**config.mk**
```make
export PLATFORM = sky130hd
export DESIGN_NAME = skwm_div
export DESIGN_NICKNAME = d
export VERILOG_FILES = /design/src/hdl/skwm_div.sv
export SDC_FILE = /design/constraint.sdc
export NUM_CORES = 2
export LEC_CHECK = 0
export BUFFER_PORTS_ARGS = -buffer_cell sky130_fd_sc_hd__buf_4
export CAP_MARGIN = 20
export CORE_ASPECT_RATIO = 0.6
export CORE_UTILIZATION = 30
export DETAILED_ROUTE_END_ITERATION = 6
export GPL_TIMING_DRIVEN = 0
export PLACE_DENSITY = 0.53
export SYNTH_ARGS = -nofsm -noshare
export SYNTH_HDL_FRONTEND = slang
export SYNTH_SLANG_ARGS = --single-unit
```
**constraint.sdc**
```tcl
create_clock -name clk -period 5.6 [get_ports clk]
set_clock_uncertainty 0.15 [all_clocks]
set_input_delay 1.12 -clock clk [delete_from_list [all_inputs] [get_ports clk]]
set_output_delay 1.12 -clock clk [all_outputs]
set_load 0.01 [all_outputs]
```
**src/hdl/skwm_div.sv**
```systemverilog
// Pipelined restoring divider, one quotient bit per register stage, with a
// sideband that travels alongside. Stand-alone, no package dependency.
`default_nettype none

module skwm_div #(
	parameter int NUM_W  = 49,
	parameter int DEN_W  = 25,
	parameter int QUO_W  = 25,
	parameter int SIDE_W = 8
) (
	input  wire logic              clk,
	input  wire logic              arst_n,
	input  wire logic              en,
	input  wire logic              in_valid,
	input  wire logic [NUM_W-1:0]  num,
	input  wire logic [DEN_W-1:0]  den,
	input  wire logic [SIDE_W-1:0] side_in,
	output logic                   out_valid,
	output logic [QUO_W-1:0]       quo,
	output logic [SIDE_W-1:0]      side_out
);

	// Caller keeps num >> QUO_W below den, so the quotient fits QUO_W bits.
	logic              valid_s [1:QUO_W];
	logic [DEN_W-1:0]  rem_s   [1:QUO_W];
	logic [QUO_W-1:0]  low_s   [1:QUO_W];  // dividend bits out at top, quotient in at bottom
	logic [DEN_W-1:0]  den_s   [1:QUO_W];
	logic [SIDE_W-1:0] side_s  [1:QUO_W];

	for (genvar k = 1; k <= QUO_W; k++) begin : g_step
		logic              valid_prev;
		logic [DEN_W-1:0]  rem_prev;
		logic [QUO_W-1:0]  low_prev;
		logic [DEN_W-1:0]  den_prev;
		logic [SIDE_W-1:0] side_prev;
		logic [DEN_W:0]    trial;
		logic [DEN_W:0]    diff;
		logic              fits;

		if (k == 1) begin : g_first
			assign valid_prev = in_valid;
			assign rem_prev   = DEN_W'(num[NUM_W-1:QUO_W]);
			assign low_prev   = num[QUO_W-1:0];
			assign den_prev   = den;
			assign side_prev  = side_in;
		end else begin : g_next
			assign valid_prev = valid_s[k-1];
			assign rem_prev   = rem_s[k-1];
			assign low_prev   = low_s[k-1];
			assign den_prev   = den_s[k-1];
			assign side_prev  = side_s[k-1];
		end

		assign trial = {rem_prev, low_prev[QUO_W-1]};
		assign diff  = trial - {1'b0, den_prev};
		assign fits  = ~diff[DEN_W];

		always_ff @(posedge clk or negedge arst_n) begin
			if (!arst_n) begin
				valid_s[k] <= 1'b0;
			end else if (en) begin
				valid_s[k] <= valid_prev;
			end
		end

		always_ff @(posedge clk) begin
			if (en) begin
				rem_s[k]  <= fits ? diff[DEN_W-1:0] : trial[DEN_W-1:0];
				low_s[k]  <= {low_prev[QUO_W-2:0], fits};
				den_s[k]  <= den_prev;
				side_s[k] <= side_prev;
			end
		end
	end

	assign out_valid = valid_s[QUO_W];
	assign quo       = low_s[QUO_W];
	assign side_out  = side_s[QUO_W];

endmodule

`default_nettype wire

```
# Word level (Yosys, flattened, before mapping)
# Memories as Yosys holds them, arrays and structs flattened.
# Index checks and enable logic that the tools add are counted.
[word_totals] regBits=25 ram_bits=2075 input_bits=86 n_memories=4
[mem_list] name="den_s" words=25 width=25 rd=24 rd_ports_with_merged_regs=0 wr=25 line="27" rtl="logic [DEN_W-1:0] den_s [1:QUO_W];"
[mem_list] name="low_s" words=25 width=25 rd=25 rd_ports_with_merged_regs=0 wr=25 line="26" rtl="logic [QUO_W-1:0] low_s [1:QUO_W];"
[mem_list] name="rem_s" words=25 width=25 rd=24 rd_ports_with_merged_regs=0 wr=25 line="25" rtl="logic [DEN_W-1:0] rem_s [1:QUO_W];"
[mem_list] name="side_s" words=25 width=8 rd=25 rd_ports_with_merged_regs=0 wr=25 line="28" rtl="logic [SIDE_W-1:0] side_s [1:QUO_W];"
[op_classes] n_addsub=25 muxes=27 n_bitwise=25
[op_table] op="two-way mux 25 bit" count=25
[op_table] op="subtractor 26 x 25 -> 26 bit" count=24
[op_table] op="subtractor 25 x 25 -> 26 bit" count=1
[op_table] op="inverter 1 bit" count=25
[op_table] op="two-way mux 1 bit" count=2

# Longest topological paths before layout
# An unclocked memory read counts as a cell.
[depth] depth_word=3 depth_mapped=15 depth_no_buf=13

# Least setup slack after synthesis
# Ideal clock, no wire load.
[synth_path] path_type="in2reg" start="input den[10]" end="memory rem_s[1][8], data pin" setup_time_ns=0.262 arrival_ns=3.690 required_ns=5.188 slack_ns=1.498 cell_stages=12 n_path_buf=1 path_cell_list="inv_1 -> ha_1 -> a21o_1 -> a211o_1 -> o22ai_1 -> a211oi_1 -> a221o_1 -> a2111oi_4 -> o21ai_1 -> a21oi_2 -> buf_4 -> mux2_1"
[synth_rtl] item="start, declared" line="16" rtl="input wire logic [DEN_W-1:0] den,"
[synth_rtl] item="end, declared" line="25"

==> results.yml <==
worst_setup_path:
  critPathMaxStageDelay_ns: 0.86
  crit_arrival_ns: 5.79
  worstPathCellList: "inv_1 > ha_1 > nor2b_1 > o21ai_0 > a21boi_1 > o2111ai_1 > and3_1 > nor4_1 > buf_2 > nor2_1 > o211ai_1 > buf_2 > clkdlybuf4s15_1 > o21ai_0"
  crit_slowest_cell: "clkdlybuf4s15_1"
  startpoint_type: "register"
  worst_r2r_path_depth: 14
  crit_buf_inv: 4
  rrSetupSlack_ns: 0.24
  cp_top_family: "buffers and inverters"
  reg2reg_to: "rem_s[13][0]$_DFFE_PP_"
  cp.required_ns: 6.03
  worstSetupPathType: "reg2reg"
  cp_max_fo: 10
  cp-end-kind: "register"
  timing.rr.start: "low_s[0][324]$_DFFE_PP_"
placement:
  port_buffers: 119
  placed_cells_incl_taps: 12057
  hpwl_um: 162000
  globalplace.congestion: 0.893
  place_ws_ns: 0.0200
  dpl_cell_area_mm2: 0.106
power_and_ir_drop:
  p_leak_nw: 44.4
  power_density_mw_per_mm2: 606
  p_total_mw: 68.8
  vdd_drop_max_mv: 0.312
floorplan:
  die_h_um: 449
  ios: 120
  start_util: 0.302
  die-area_mm2: 0.335
  die_w_um: 746
  core_mm2: 0.330
  rows: 163
logic_synthesis:
  yosys.cell_count.top_type: "edfxtp_1"
  synth_edf_count: 2025
  ys_seq_area_frac: 0.616
  synth.cell_area_mm2: 0.0997
  synth_area_leaders: "edfxtp_1, ha_1, inv_1, mux2_2, xnor2_1"
  yosysTopAreaCellShare: 0.610
  synthXorXnorAreaFrac: 0.0406
  synthMuxAreaShare: 0.0423
  synth-seq-cells: 2050
  yosysTopAreaCell: "edfxtp_1"
  netlist_top_cells_count: "edfxtp_1, inv_1, ha_1"
  synth_compound_area_frac: 0.117
  ys_warn_count: 0
  ys.flop_type: "edfxtp_1"
  synth_fa_ha_area_frac: 0.0831
  synth-simple-area-share: 0.0645
  syn-num-nets: 8283
  async_flop_share: 0.0122
  avgSynthCellArea_um2: 13.2
  ys_types: 90
  synth_top_family_by_area: "compound AO/OA/AOI/OAI gates"
  syn_inst: 7549
worst_hold_path:
  min_from: "low_s[0][59]$_DFFE_PP_"
  hold_path.class: "reg2reg"
  min_path_cells: 0
  hold_end: "low_s[0][85]$_DFFE_PP_"
cells_and_area:
  fillers: 31823
  post-route-cell-area_mm2: 0.114
  drive_gt1_frac: 0.115
  multi_input_area_mm2: 0.0347
  ff_latch_area_mm2: 0.0614
  nets: 8650
  fin_cells: 12470
  finalCoreUtilization: 0.344
  areaGrowthSynthToFinish_pct: 13.9
global_routing:
  grt_pass1_wl_um: 347000
  antenna_found_initial: 8
  globalRouteMet1Util: 0.228
  grt_start_max_net_pins: 188
  grt_use_met2: 0.148
  grt_pass1_vias: 56692
  top_usage_layer: "met1"
  grt_use_total: 0.131
  overflow: 0
  grt_use_met3: 0.0388
clock_tree:
  cts_max_path_buffers: 4
  cts_made_buffers: 220
  htreeDepth: 4
  insertion_delay_ns: 0.91
  cts_tree: "done"
  cts.sinks: 2050
  path_clk_slew_ns: 0.06
  cts_setup_buffers: 0
  cts_root_buf: "clkbuf_16"
sta:
  finalCritPeriodShare: 0.957
  finalSetupViolCount: 0
  hold_viol: 0
  worst_pin_slew_ns: 1.33
  timing.fmax_ghz: 0.187
  slew-limit-headroom: 0.114
  maxSlewViolCount: 0
  fin_ws_ns: 0.242
  fin_crit_ns: 5.36
routing:
  first_pass_iters: 7
  route.vias.total: 60175
  wl_per_cell_um: 18.2
  drt_iter0_markers: 5712
  drt-total-wl_um: 227000
  via_per_inst: 4.83
  drc: 0
  ant_nets: 0
status:
  status: "completed"
flow_run:
  drv_cap: 0
==> power by group <==
group | total, mW | switching, mW | internal [mW]
clock network | 14.3 | 6.30 | 7.97
logic | 30.5 | 17.6 | 12.9
registers | 24.0 | 1.93 | 22.1
==> routing by layer <==
layer  routed length, um  share of wire
met5                   0              0
met2               74600           0.33
met1              128000           0.57
met3               20000          0.088
met4                4120          0.018
==> cell usage in the layout, fill, tap and decap left out, types with 83 or more instances in the layout <==
cell type,n
buf_4,126
nor2_1,266
xor2_1,154
nand3_1,89
nand2_1,468
clkbuf_1,88
o21a_1,109
nor2b_1,83
a21o_1,227
edfxtp_1,2025
clkbuf_16,224
ha_1,624
o21ai_0,440
nor3_1,89
a21oi_1,453
inv_1,791
mux2_2,228
nand2b_1,98
xnor2_1,289
==> metrics by stage <==
stage | setup TNS (ns) | hold slack (ns)
finish | 0 | 0.219
global route | -0.00160 | 0.153
CTS | 0 | 0.133
detailed placement | 0 | 0.255
global placement | - | 0.250
floorplan | 0 | 0.250
==> worst max path at each step <==
stage	end	from	slack [ns]	cells after the start
4_1_cts	rem_s[13][20]$_DFFE_PP_	low_s[0][324]$_DFFE_PP_	0.004	13
3_3_place_gp	low_s[1][246]$_DFFE_PP_	en	-16.73	1
5_1_grt	rem_s[13][19]$_DFFE_PP_	low_s[0][324]$_DFFE_PP_	-0.002	15
2_1_floorplan	rem_s[1][8]$_DFFE_PP_	den[10]	1.50	12
6_report	rem_s[13][0]$_DFFE_PP_	low_s[0][324]$_DFFE_PP_	0.24	14
3_5_place_dp	rem_s[13][0]$_DFFE_PP_	low_s[0][324]$_DFFE_PP_	0.02	13
==> flip-flops by register name, indices dropped and copies added, names as in the netlist <==
register           cells
den_s                600
g_step.valid_prev     24
low_s                625
out_valid              1
rem_s                600
side_s               200
==> cells by family after synthesis <==
logic type      after synthesis
simple gates               1338
compound gates             1785
flops                      2050
buf+inv                     921
xor+xnor                    454
fa+ha+maj                   648
mux                         353
==> worst reg2reg max path: stages (launching register included) <==
cell             delay [ns]
edfxtp_1               0.84
inv_1                  0.12
ha_1                   0.26
nor2b_1                0.11
o21ai_0                0.11
a21boi_1               0.42
o2111ai_1              0.37
and3_1                 0.31
nor4_1                 0.32
buf_2                  0.24
nor2_1                 0.07
o211ai_1               0.23
buf_2                  0.45
clkdlybuf4s15_1        0.86
o21ai_0                0.23
==> cell type report <==
cell class,count,area share
Sequential cell,2050,0.541
Multi-Input combinational cell,4578,0.305
Clock buffer,257,0.0506
Tap cell,4372,0.0482
Inverter,794,0.0263
Timing Repair Buffer,145,0.0124
Clock inverter,141,0.0100
Buffer,127,0.00590
Antenna cell,6,0.000132
==> repair_timing <==
item	4_1_cts	5_1_grt
hold endpoints to repair	25	0
setup endpoints to repair	0	36
resized for setup	0	14
hold buffers	1	0
(Power assumes the default switching activity.)
